File: src/hdl/tpc_pkg.sv
package tpc_pkg;

  localparam int unsigned DataW = 32;
  localparam int unsigned CntW  = 5;

  localparam logic [DataW-1:0] US_PER_MINUTE  = 32'd60000000;
  localparam logic [DataW-1:0] ALL_ONES       = 32'hFFFF_FFFF;
  localparam logic [DataW-1:0] TIMEOUT_RESET  = 32'd500000;
  localparam logic [CntW-1:0]  LAST_BIT       = 5'd31;

  typedef enum logic [1:0] {
    ST_VALID     = 2'd0,
    ST_STOPPED   = 2'd1,
    ST_NOT_READY = 2'd2
  } status_e;

  typedef enum logic {
    CMD_EDGE = 1'b0,
    CMD_READ = 1'b1
  } command_e;

  typedef struct packed {
    logic busy;
    logic done;
  } div_stat_t;

endpackage

File: src/hdl/tpc_div.sv
// Restoring radix-2 divider: one quotient bit per cycle, MSB first.
// Divisor must be nonzero at start.
module tpc_div import tpc_pkg::*; (
  input  logic             clk_i,
  input  logic             rst_ni,
  input  logic             start_i,
  input  logic [DataW-1:0] numerator_i,
  input  logic [DataW-1:0] divisor_i,
  output div_stat_t        stat_o,
  output logic [DataW-1:0] quot_o
);

  logic [DataW-1:0] num_q, num_d;
  logic [DataW-1:0] rem_q, rem_d;
  logic [DataW-1:0] dvs_q;
  logic [CntW-1:0]  cnt_q;
  logic             busy_q, done_q;
  logic [DataW:0]   trial;
  logic [DataW:0]   sub;
  logic             ge;

  assign trial = {rem_q, num_q[DataW-1]};
  assign sub   = trial - {1'b0, dvs_q};
  assign ge    = (trial >= {1'b0, dvs_q});
  assign rem_d = ge ? sub[DataW-1:0] : trial[DataW-1:0];
  // quotient bits shift in where numerator bits shift out
  assign num_d = {num_q[DataW-2:0], ge};

  always_ff @(posedge clk_i or negedge rst_ni) begin
    if (!rst_ni) begin
      num_q  <= '0;
      rem_q  <= '0;
      dvs_q  <= '0;
      cnt_q  <= '0;
      busy_q <= 1'b0;
      done_q <= 1'b0;
    end else begin
      done_q <= 1'b0;
      if (start_i && !busy_q) begin
        num_q  <= numerator_i;
        dvs_q  <= divisor_i;
        rem_q  <= '0;
        cnt_q  <= '0;
        busy_q <= 1'b1;
      end else if (busy_q) begin
        num_q <= num_d;
        rem_q <= rem_d;
        cnt_q <= cnt_q + 1'b1;
        if (cnt_q == LAST_BIT) begin
          busy_q <= 1'b0;
          done_q <= 1'b1;
        end
      end
    end
  end

  assign stat_o.busy = busy_q;
  assign stat_o.done = done_q;
  assign quot_o      = num_q;

  a_rem_below_divisor: assert property (@(posedge clk_i) disable iff (!rst_ni)
    busy_q |-> (rem_q < dvs_q))
    else $error("remainder not below divisor");

  a_divisor_held: assert property (@(posedge clk_i) disable iff (!rst_ni)
    (busy_q && $past(busy_q)) |-> $stable(dvs_q))
    else $error("divisor changed mid-divide");

  a_done_after_busy: assert property (@(posedge clk_i) disable iff (!rst_ni)
    done_q |-> ($past(busy_q) && !busy_q))
    else $error("done without a finished divide");

endmodule

File: config.mk
export PLATFORM = sky130hd
export DESIGN_NAME = tpc_div
export DESIGN_NICKNAME = d
export VERILOG_FILES = /design/src/hdl/tpc_pkg.sv /design/src/hdl/tpc_div.sv
export SDC_FILE = /design/constraint.sdc
export NUM_CORES = 1
export LEC_CHECK = 0
export BUFFER_PORTS_ARGS = -buffer_cell sky130_fd_sc_hd__buf_4
export CAP_MARGIN = 10
export CELL_PAD_IN_SITES_DETAIL_PLACEMENT = 0
export CELL_PAD_IN_SITES_GLOBAL_PLACEMENT = 1
export CORE_AREA = 5 5 150 109
export DETAILED_ROUTE_END_ITERATION = 16
export DIE_AREA = 0 0 155 114
export HOLD_SLACK_MARGIN = 0.05
export PLACE_DENSITY = 0.88
export SYNTH_ARGS = -nofsm -noshare
export SYNTH_HDL_FRONTEND = slang
export SYNTH_SLANG_ARGS = --single-unit
export TNS_END_PERCENT = 50
File: constraint.sdc
create_clock -name clk_i -period 3.7 [get_ports clk_i]
set_input_delay 0.925 -clock clk_i [delete_from_list [all_inputs] [get_ports clk_i]]
set_output_delay 0.925 -clock clk_i [all_outputs]
set_load 0.05 [all_outputs]
== Word level (Yosys, flattened, before mapping) ==
Cells that the tools add are included.

* Add/sub/neg operators: 2
* $lt $le $gt $ge: 1
* Eq/ne operators: 1
* Mux-type cells: 13
* Reductions and logical operators: 3

{| class="wikitable"
|+ Operators by type and width
! kind !! count
|-
| $mux 32 || 5
|-
| $ge 33x32->1 || 1
|-
| $sub 32x32->32 || 1
|-
| $mux 5 || 2
|-
| $mux 1 || 6
|-
| $add 5x1->5 const B || 1
|-
| $eq 5x5->1 const B || 1
|-
| $reduce_bool 2->1 || 1
|-
| $logic_and 1x1->1 || 1
|-
| $logic_not 1->1 || 1
|}

* Register bits: 103
* Output and inout bits: 34

== Longest topological paths before layout ==
Gate-level depths: netlist (run 1).

* Depth after elaboration: 4
* Mapped depth: 13
* Gate-level depth less buffers: 12

== Worst setup path after synthesis (run 1) ==
Ideal clock, no wire load.

* Path type: flip-flop to flip-flop
* From: register num_q[31], in the netlist quot_o[31]
* To: register rem_q[30]
* Arrival: 2.893 ns
* Data required time: 3.574 ns
* Path slack: 0.681 ns
* Stages on the path, launching flop included: 13
* Buffers on the path: 0
* Cell sequence: dfrtp_1 inv_1 ha_1 fa_1 nand2b_1 a211oi_1 o311a_1 nor3_1 a31oi_1 a31oi_1 o2111ai_1 xnor2_1 o21ai_1

* Longest elaborated chain between the ends: 4

{| class="wikitable"
|+ Ends and longest elaborated chain
! element !! line !! source
|-
| start: declaration || tpc_div.sv:13 || <nowiki>logic [DataW-1:0] num_q, num_d;</nowiki>
|-
| start signal: assignment || tpc_div.sv:40 || <nowiki>num_q <= numerator_i;</nowiki>
|-
| start signal: assignment || tpc_div.sv:46 || <nowiki>num_q <= num_d;</nowiki>
|-
| $sub 32x32->32 / $ge 33x32->1 (equally long branches) || tpc_div.sv:23, tpc_div.sv:24 ||
|-
| $mux 32 * || tpc_div.sv:25 || <nowiki>assign rem_d = ge ? sub[DataW-1:0] : trial[DataW-1:0];</nowiki>
|-
| $mux 32 * || tpc_div.sv:45 || <nowiki>end else if (busy_q) begin</nowiki>
|-
| $mux 32 * || tpc_div.sv:39 || <nowiki>if (start_i && !busy_q) begin</nowiki>
|-
| end signal: assignment || tpc_div.sv:47 || <nowiki>rem_q <= rem_d;</nowiki>
|-
| end: declaration || tpc_div.sv:14 || <nowiki>logic [DataW-1:0] rem_q, rem_d;</nowiki>
|}

Mark *: on every way between the ends. The rest lies on a longest branch, timed or not. The select of a mux whose other input is x is not followed.
A chain may end at the register's enable or synchronous reset.

== Final worst setup path (run 1) ==
* From: register num_q[31], in the netlist quot_o[31]
* To: register rem_q[26]

The elaborated chain is that of the path after synthesis.

==> metrics.md, run 1 <==
| Metric | Value |
|---|---|
| Status | `completed` |
| Slew Viols, Final | `0` |
| CTS Buffer Depth | `2` |
| # port buffers | `100` |
| Ys async rst share | `100%` |
| Critical Path Source Type | `flop` |
| Total core area | `between 10,000 and 15,000 sq um` |
| First-pass iteration count of the detailed router | `4` |
| Critical Path RT | `just under 4000 ps` |
| Hold Fails Final Rpt | `0` |
| Hold path endpoint | `rem_q[31]` |
| Wl on met1 | `~7.6 mm` |
| Gr ovfl total | `0` |
| Worst r2r src | `quot_o[31]` |
| Post-synthesis compound-gate area fraction | `between 15 and 20%` |
| Initial Utilization | `41.2%` |
| Largest net degree at the start of global routing | `65` |
| Uppermost layer routed | `met4` |
| R2R Setup Slk | `between 300 and 400 ps` |
| Worst Hold Path Cells | `2` |
| Synth Area in Adders | `just over 7%` |
| Total GRT Usage | `roughly 17%` |
| Synthesis Warnings | `0` |
| CTS Hold Bufs | `0` |
| Final net count | `around 870` |
| Main combinational cell family by area after synthesis | `compound AO/OA/AOI/OAI gates` |
| Worst-Skew Late Latency | `between 300 and 400 ps` |
| Root Buffer | `clkbuf_16` |
| Vias in the first global route | `approximately 5,000` |
| CP arrival | `about 3600 ps` |
| Mux cell area share after synthesis | `8.95%` |
| Initial antenna violation count | `0` |
| DRT antenna net count | `0` |
| #FFs+latches synth | `103` |
| Reg clk slew, reported paths | `roughly 70 ps` |
| Postcts setup bufs | `0` |
| Synthesized net count | `about 800` |
| Met3 wire len | `around 760 microns` |
| Max-cap violations | `0` |
| RSZ-0062 raised after global routing | `false` |
| CTS Buf Count | `9` |
| CP max FO | `3` |
| Via-per-instance ratio | `5.24` |
| H-tree depth | `3` |
| Gpl congestion | `0.886` |
| Wire per inst | `15.2 microns` |
| Layout cells sized above 1 | `between 10% and 20%` |
| Simple-Gate Fraction of Synth Area | `around 12%` |
| Wire length on met2 | `between 6 and 7 mm` |
| Chip Height | `~110 microns` |
| Worst Setup End Kind | `flop` |
| Dominant register cell in the synthesized netlist | `dfrtp_1` |
| Final setup fails | `0` |
| Post-synth EDFFs | `0` |
| End of the worst register-to-register path | `rem_q[26]` |
| XOR/XNOR Fraction of Synth Area | `under 10%` |
| FMAX | `roughly 0.3 GHz` |
| Sink Count | `103` |
| Inserted Diodes | `0` |
| Mapped cell area | `6170 sq um` |
| Mean Syn Cell Area | `between 8 and 9 sq um` |
| CP Class | `reg2reg` |
| CTS tree | `done` |
| Post-cts sizing count | `0` |
| Commonest non-fill, non-tap cells in the layout | `buf_4, nand2_1, dfrtp_1, o21ai_0, mux2i_1` |
| Commonest non-fill, non-tap cell in the layout | `buf_4` |
| DR iter-0 viols | `around 260` |
| Sequential fraction of the synthesis area | `between 40% and 50%` |
| Final Cycle Share | `between 80 and 90%` |
| Actual slew at the worst max-slew pin | `920 ps` |
| DRC viols | `0` |
| Die area | `~18,000 sq um` |
| Cell row count | `38` |
| Count of cell types in the netlist | `about 50` |
| Clk_skew | `roughly 14 ps` |
| First-pass GRT wire length | `about 25 mm` |
| Slew HR | `between 30% and 40%` |
| R2R depth | `12` |
| Worst Hold Class | `reg2reg` |
| Detailed Place HPWL | `between 10 and 15 mm` |
| Routed via count | `~5,100` |
| WL final | `14.8 mm` |
| Die X | `approximately 160 microns` |
| Hold path startpoint | `rem_q[31]` |
| FILL cells | `~1,500` |
| Gate Count Post-Synth | `around 690` |
| Area grow syn2layout | `19.5%` |
| Boundary Pins | `a little over 100` |
| Fin crit period | `between 3000 and 4000 ps` |
| Final setup TNS | `0 ps` |
==> registers in the layout (all words and copies together), names as in the netlist <==
name,flops
dvs_q,32
quot_o,32
rem_q,32
cnt_q,5
busy_q,1
done_q,1
==> cell usage after synthesis (3+ instances only) <==
library cell | count | area (sq um)
nand4_1 | 10 | 62.6
a31oi_1 | 10 | 62.6
o21ai_1 | 22 | 110
clkbuf_1 | 25 | 93.8
a21o_1 | 14 | 105
a21oi_1 | 42 | 210
nand3b_1 | 3 | 22.5
nor2_1 | 24 | 90.1
inv_1 | 45 | 169
o21ai_0 | 87 | 435
dfrtp_1 | 103 | 2580
nand2b_1 | 6 | 37.5
o21bai_1 | 3 | 22.5
nand3_1 | 7 | 35.0
mux2i_1 | 54 | 541
xnor2_1 | 15 | 131
buf_2 | 8 | 40.0
nand2_1 | 103 | 387
xor2_1 | 14 | 123
a22o_1 | 3 | 26.3
o211ai_1 | 4 | 30.0
nor3_1 | 7 | 35.0
buf_1 | 3 | 11.3
or3_1 | 3 | 18.8
ha_1 | 34 | 425
a32oi_1 | 7 | 61.3
==> layout make-up <==
class	count	area [sq um]	share of cell area (%)
Sequential cell	103	2580	35.0
Clock inverter	4	28.8	0.391
Multi-Input combinational cell	501	3240	44.0
Inverter	45	169	2.29
Tap cell	200	250	3.40
Clock buffer	12	246	3.35
Timing Repair Buffer	109	856	11.6
==> per-stage QoR <==
stage	utilization [%]	cell area [sq um]	instances	setup WS, ps	hold WS [ps]
finish	49.2	7370	974	379	503
global route	49.2	7370	974	219	530
CTS	49.2	7370	974	416	507
detailed placement	47.4	7090	958	468	490
global placement	47.4	7090	958	441	489
floorplan	-	6170	691	681	467
==> metal layers <==
layer,vias up,GRT usage (%)
li1,2573,-
met1,2415,25.9
met2,102,25.0
met3,12,4.29
met4,0,3.47
met5,-,0
==> cell families (layout without fill, tap and decap cells) <==
kind of cell               Yosys count  after routing
AOI/OAI and AO/OA                  209            209
and+or+nand+nor                    173            173
DFF                                103            103
buffers and inverters               87            170
muxes                               55             55
adders and majority gates           35             35
xor gates and xnor gates            29             29
==> worst max path at each step <==
| stage | from | slack [ps] | to |
|---|---|---|---|
| 2_1_floorplan | quot_o[31] | 680 | rem_q[30] |
| 3_3_place_gp | quot_o[31] | 440 | rem_q[26] |
| 4_1_cts | quot_o[31] | 420 | rem_q[26] |
| 5_1_grt | quot_o[31] | 220 | rem_q[30] |
| 3_5_place_dp | quot_o[31] | 470 | rem_q[26] |
| 6_report | quot_o[31] | 380 | rem_q[26] |
==> worst max-delay path, stage by stage (launching register included) <==
cell and delay, ps:
dfrtp_1 440, inv_1 90, ha_1 230, fa_1 400, nand2b_1 180, a211oi_1 370
o311a_1 230, nor3_1 70, a31oi_1 380, a31oi_1 260, o21ai_0 310, xnor2_1 170
o21ai_1 70
Power of run 1 is not shown: default switching activity piles up to over one toggle a cycle in this logic, so the estimate is an artifact.
==> run 2, diff against run 1 <==
--- a/config.mk
+++ b/config.mk
@@ -9,11 +9,11 @@
 export CAP_MARGIN = 10
 export CELL_PAD_IN_SITES_DETAIL_PLACEMENT = 0
 export CELL_PAD_IN_SITES_GLOBAL_PLACEMENT = 1
-export CORE_AREA = 5 5 150 109
+export CORE_AREA = 5 5 143 104
 export DETAILED_ROUTE_END_ITERATION = 16
-export DIE_AREA = 0 0 155 114
+export DIE_AREA = 0 0 148 109
 export HOLD_SLACK_MARGIN = 0.05
-export PLACE_DENSITY = 0.88
+export PLACE_DENSITY = 0.95
 export SYNTH_ARGS = -nofsm -noshare
 export SYNTH_HDL_FRONTEND = slang
 export SYNTH_SLANG_ARGS = --single-unit
==> constraint.sdc (replaced) <==
create_clock -name clk_i -period 4.1 [get_ports clk_i]
set_input_delay 1.025 -clock clk_i [delete_from_list [all_inputs] [get_ports clk_i]]
set_output_delay 1.025 -clock clk_i [all_outputs]
set_load 0.05 [all_outputs]
==> run 2 against run 1 <==
  * Highest routed layer unchanged
  * Count of clock-buffer cells in the layout is 3 lower
  * Clock skew is 0.57 ps higher
  * Largest cell class unchanged
  * Maximum frequency is 6.7% higher
  * Setup slack better by 610 ps
  * Final area is 0.85% lower
  * Sequential share of layout area is 0.30 points higher
==> metrics.md, run 2 (same netlist as run 1, synthesis figures left out) <==
| Metric | Value |
|---|---|
| # port buffers | `100 (unchanged)` |
| Min Hold Slack | `516 ps (+12.3 ps)` |
| Inserted Diodes | `0 (unchanged)` |
| Boundary Pins | `101 (unchanged)` |
| Routed via count | `5,218 (+2.3%)` |
| Max-cap violations | `0 (unchanged)` |
| WL final | `15.6 mm (+5.4%)` |
| H-tree depth | `3 (unchanged)` |
| CP arrival | `3350 ps (-200 ps)` |
| Vias in the first global route | `5,271 (+6.2%)` |
| RSZ-0062 raised after global routing | `false` |
| Layout cells sized above 1 | `17.3% (+0.15 points)` |
| Final setup TNS | `0 ps (unchanged)` |
| Slew Viols, Final | `0 (unchanged)` |
| DRT antenna net count | `0 (unchanged)` |
| Worst Hold Class | `reg2reg` |
| Postcts setup bufs | `0 (unchanged)` |
| Area grow syn2layout | `18.4%` |
| Die X | `148 microns (-4.5%)` |
| DR iter-0 viols | `326 (+28%)` |
| End of the worst register-to-register path | `rem_q[26]` |
| Largest net degree at the start of global routing | `63 (-3.1%)` |
| Initial antenna violation count | `0 (unchanged)` |
| Root Buffer | `clkbuf_16` |
| Worst Hold Path Cells | `2 (unchanged)` |
| Post-cts sizing count | `0 (unchanged)` |
| Cell row count | `36 (-5.3%)` |
| Initial Utilization | `45.8% (+4.6 points)` |
| Sink Count | `103 (unchanged)` |
| First-pass GRT wire length | `26.0 mm (+4.0%)` |
| Commonest non-fill, non-tap cell in the layout | `buf_4` |
| FMAX | `0.321 GHz (+6.7%)` |
| Total core area | `13,500 sq um (-10%)` |
| Reg area | `2580 sq um (unchanged)` |
| M3 GR Usage | `4.32% (+0.036 points)` |
| FILL cells | `1,212 (-18%)` |
| Hold Fails Final Rpt | `0 (unchanged)` |
| Final setup fails | `0 (unchanged)` |
| Clk_skew | `14.1 ps (+0.570 ps)` |
| Chip Height | `109 microns (-4.4%)` |
| Final Non-Filler Cells | `944 (-3.1%)` |
| Detailed Place HPWL | `11.5 mm (+4.4%)` |
| CTS tree | `done` |
| CP max FO | `3 (unchanged)` |
| R2R depth | `12 (unchanged)` |
| Commonest non-fill, non-tap cells in the layout | `buf_4, nand2_1, dfrtp_1, o21ai_0, mux2i_1` |
| GR Layer Usage met2 | `33.8% (+8.7 points)` |
| Actual slew at the worst max-slew pin | `934 ps (+14.5 ps)` |
| Met1 Use GR | `26.1% (+0.17 points)` |
| Via-per-instance ratio | `5.53 (+5.5%)` |
| R2R Setup Slk | `990 ps (+610 ps)` |
| Gpl congestion | `0.903 (+1.9%)` |
| CP Class | `reg2reg` |
| Placed cells | `928 (-3.1%)` |
| Worst setup startpoint | `quot_o[31]` |
| First-pass iteration count of the detailed router | `5 (+1)` |
| Slew HR | `37.7% (-0.97 points)` |
| Multi-input gate area | `3240 sq um (unchanged)` |
| CTS Hold Bufs | `0 (unchanged)` |
| Wire per inst | `16.5 microns (+8.8%)` |
| CTS Buffer Depth | `2 (unchanged)` |
| CTS Buf Count | `9 (unchanged)` |
| Worst Setup End Kind | `flop` |
| Final Cycle Share | `75.9% (-14 points)` |
| Worst r2r src | `quot_o[31]` |
| DRC viols | `0 (unchanged)` |
| Hold path startpoint | `quot_o[9]` |
| Reg clk slew, reported paths | `80 ps (about the same)` |
| Gr ovfl total | `0 (unchanged)` |
| Status | `completed` |
| GRT busiest layer | `met2` |
| Die area | `16,100 sq um (-8.7%)` |
| Worst-Skew Late Latency | `360 ps (about the same)` |
| Total GRT Usage | `19.7% (+2.5 points)` |
| Fin crit period | `3110 ps (-207 ps)` |
| Critical Path Source Type | `flop` |
| Hold path endpoint | `quot_o[10]` |
| Final net count | `870 (-0.11%)` |
| Critical Path RT | `4340 ps (+410 ps)` |
==> run 2: cell types whose count changed in the layout (fill, tap and decap cells not counted), sizes merged <==
cell	previous run	this run
clkbuf	12	9
clkinv	1	0
inv	46	52
clkinvlp	2	0
buf	109	108
==> run 2: worst max-delay path by stage <==
stage                end
6_report       rem_q[26]
5_1_grt        rem_q[30]
4_1_cts        rem_q[30]
3_5_place_dp   rem_q[30]
3_3_place_gp   rem_q[16]
2_1_floorplan  rem_q[30]
==> run 2: per-stage QoR <==
step                setup slack [ps]  utilization, %  instance area (sq um)
finish                           987            54.2                   7310
global route                     806            54.2                   7310
CTS                             1040            54.2                   7310
detailed placement              1040            52.1                   7010
global placement                1140            52.1                   7010
floorplan                       1080               -                   6170
==> run 2: worst max-delay path, cell delays in order, from the launching register on <==
cell and delay, ps:
dfrtp_1 390, inv_1 70, ha_1 230, fa_1 400, nand2b_1 180, a211oi_1 330, o311a_1 220, nor3_1 60
a31oi_1 370, a31oi_1 250, o21ai_0 260, xnor2_1 160, o21ai_1 90
==> run 2: layout make-up <==
type / count / share of cell area [%]
timing repair buffer: 108 / 11.1
sequential: 103 / 35.3
tap: 171 / 2.93
multi-input combinational: 501 / 44.3
clock buffer: 9 / 3.08
clock inverter: 7 / 0.942
inverter: 45 / 2.31
==> run 2: metal layers <==
metal  part of all wire, %  vias to the layer above
met3                   4.7                       13
met1                    46                     2519
met2                    49                      120
met4                  0.69                        0
li1                      -                     2566
met5                     0                        -
Power of run 2 is left out for the same reason.
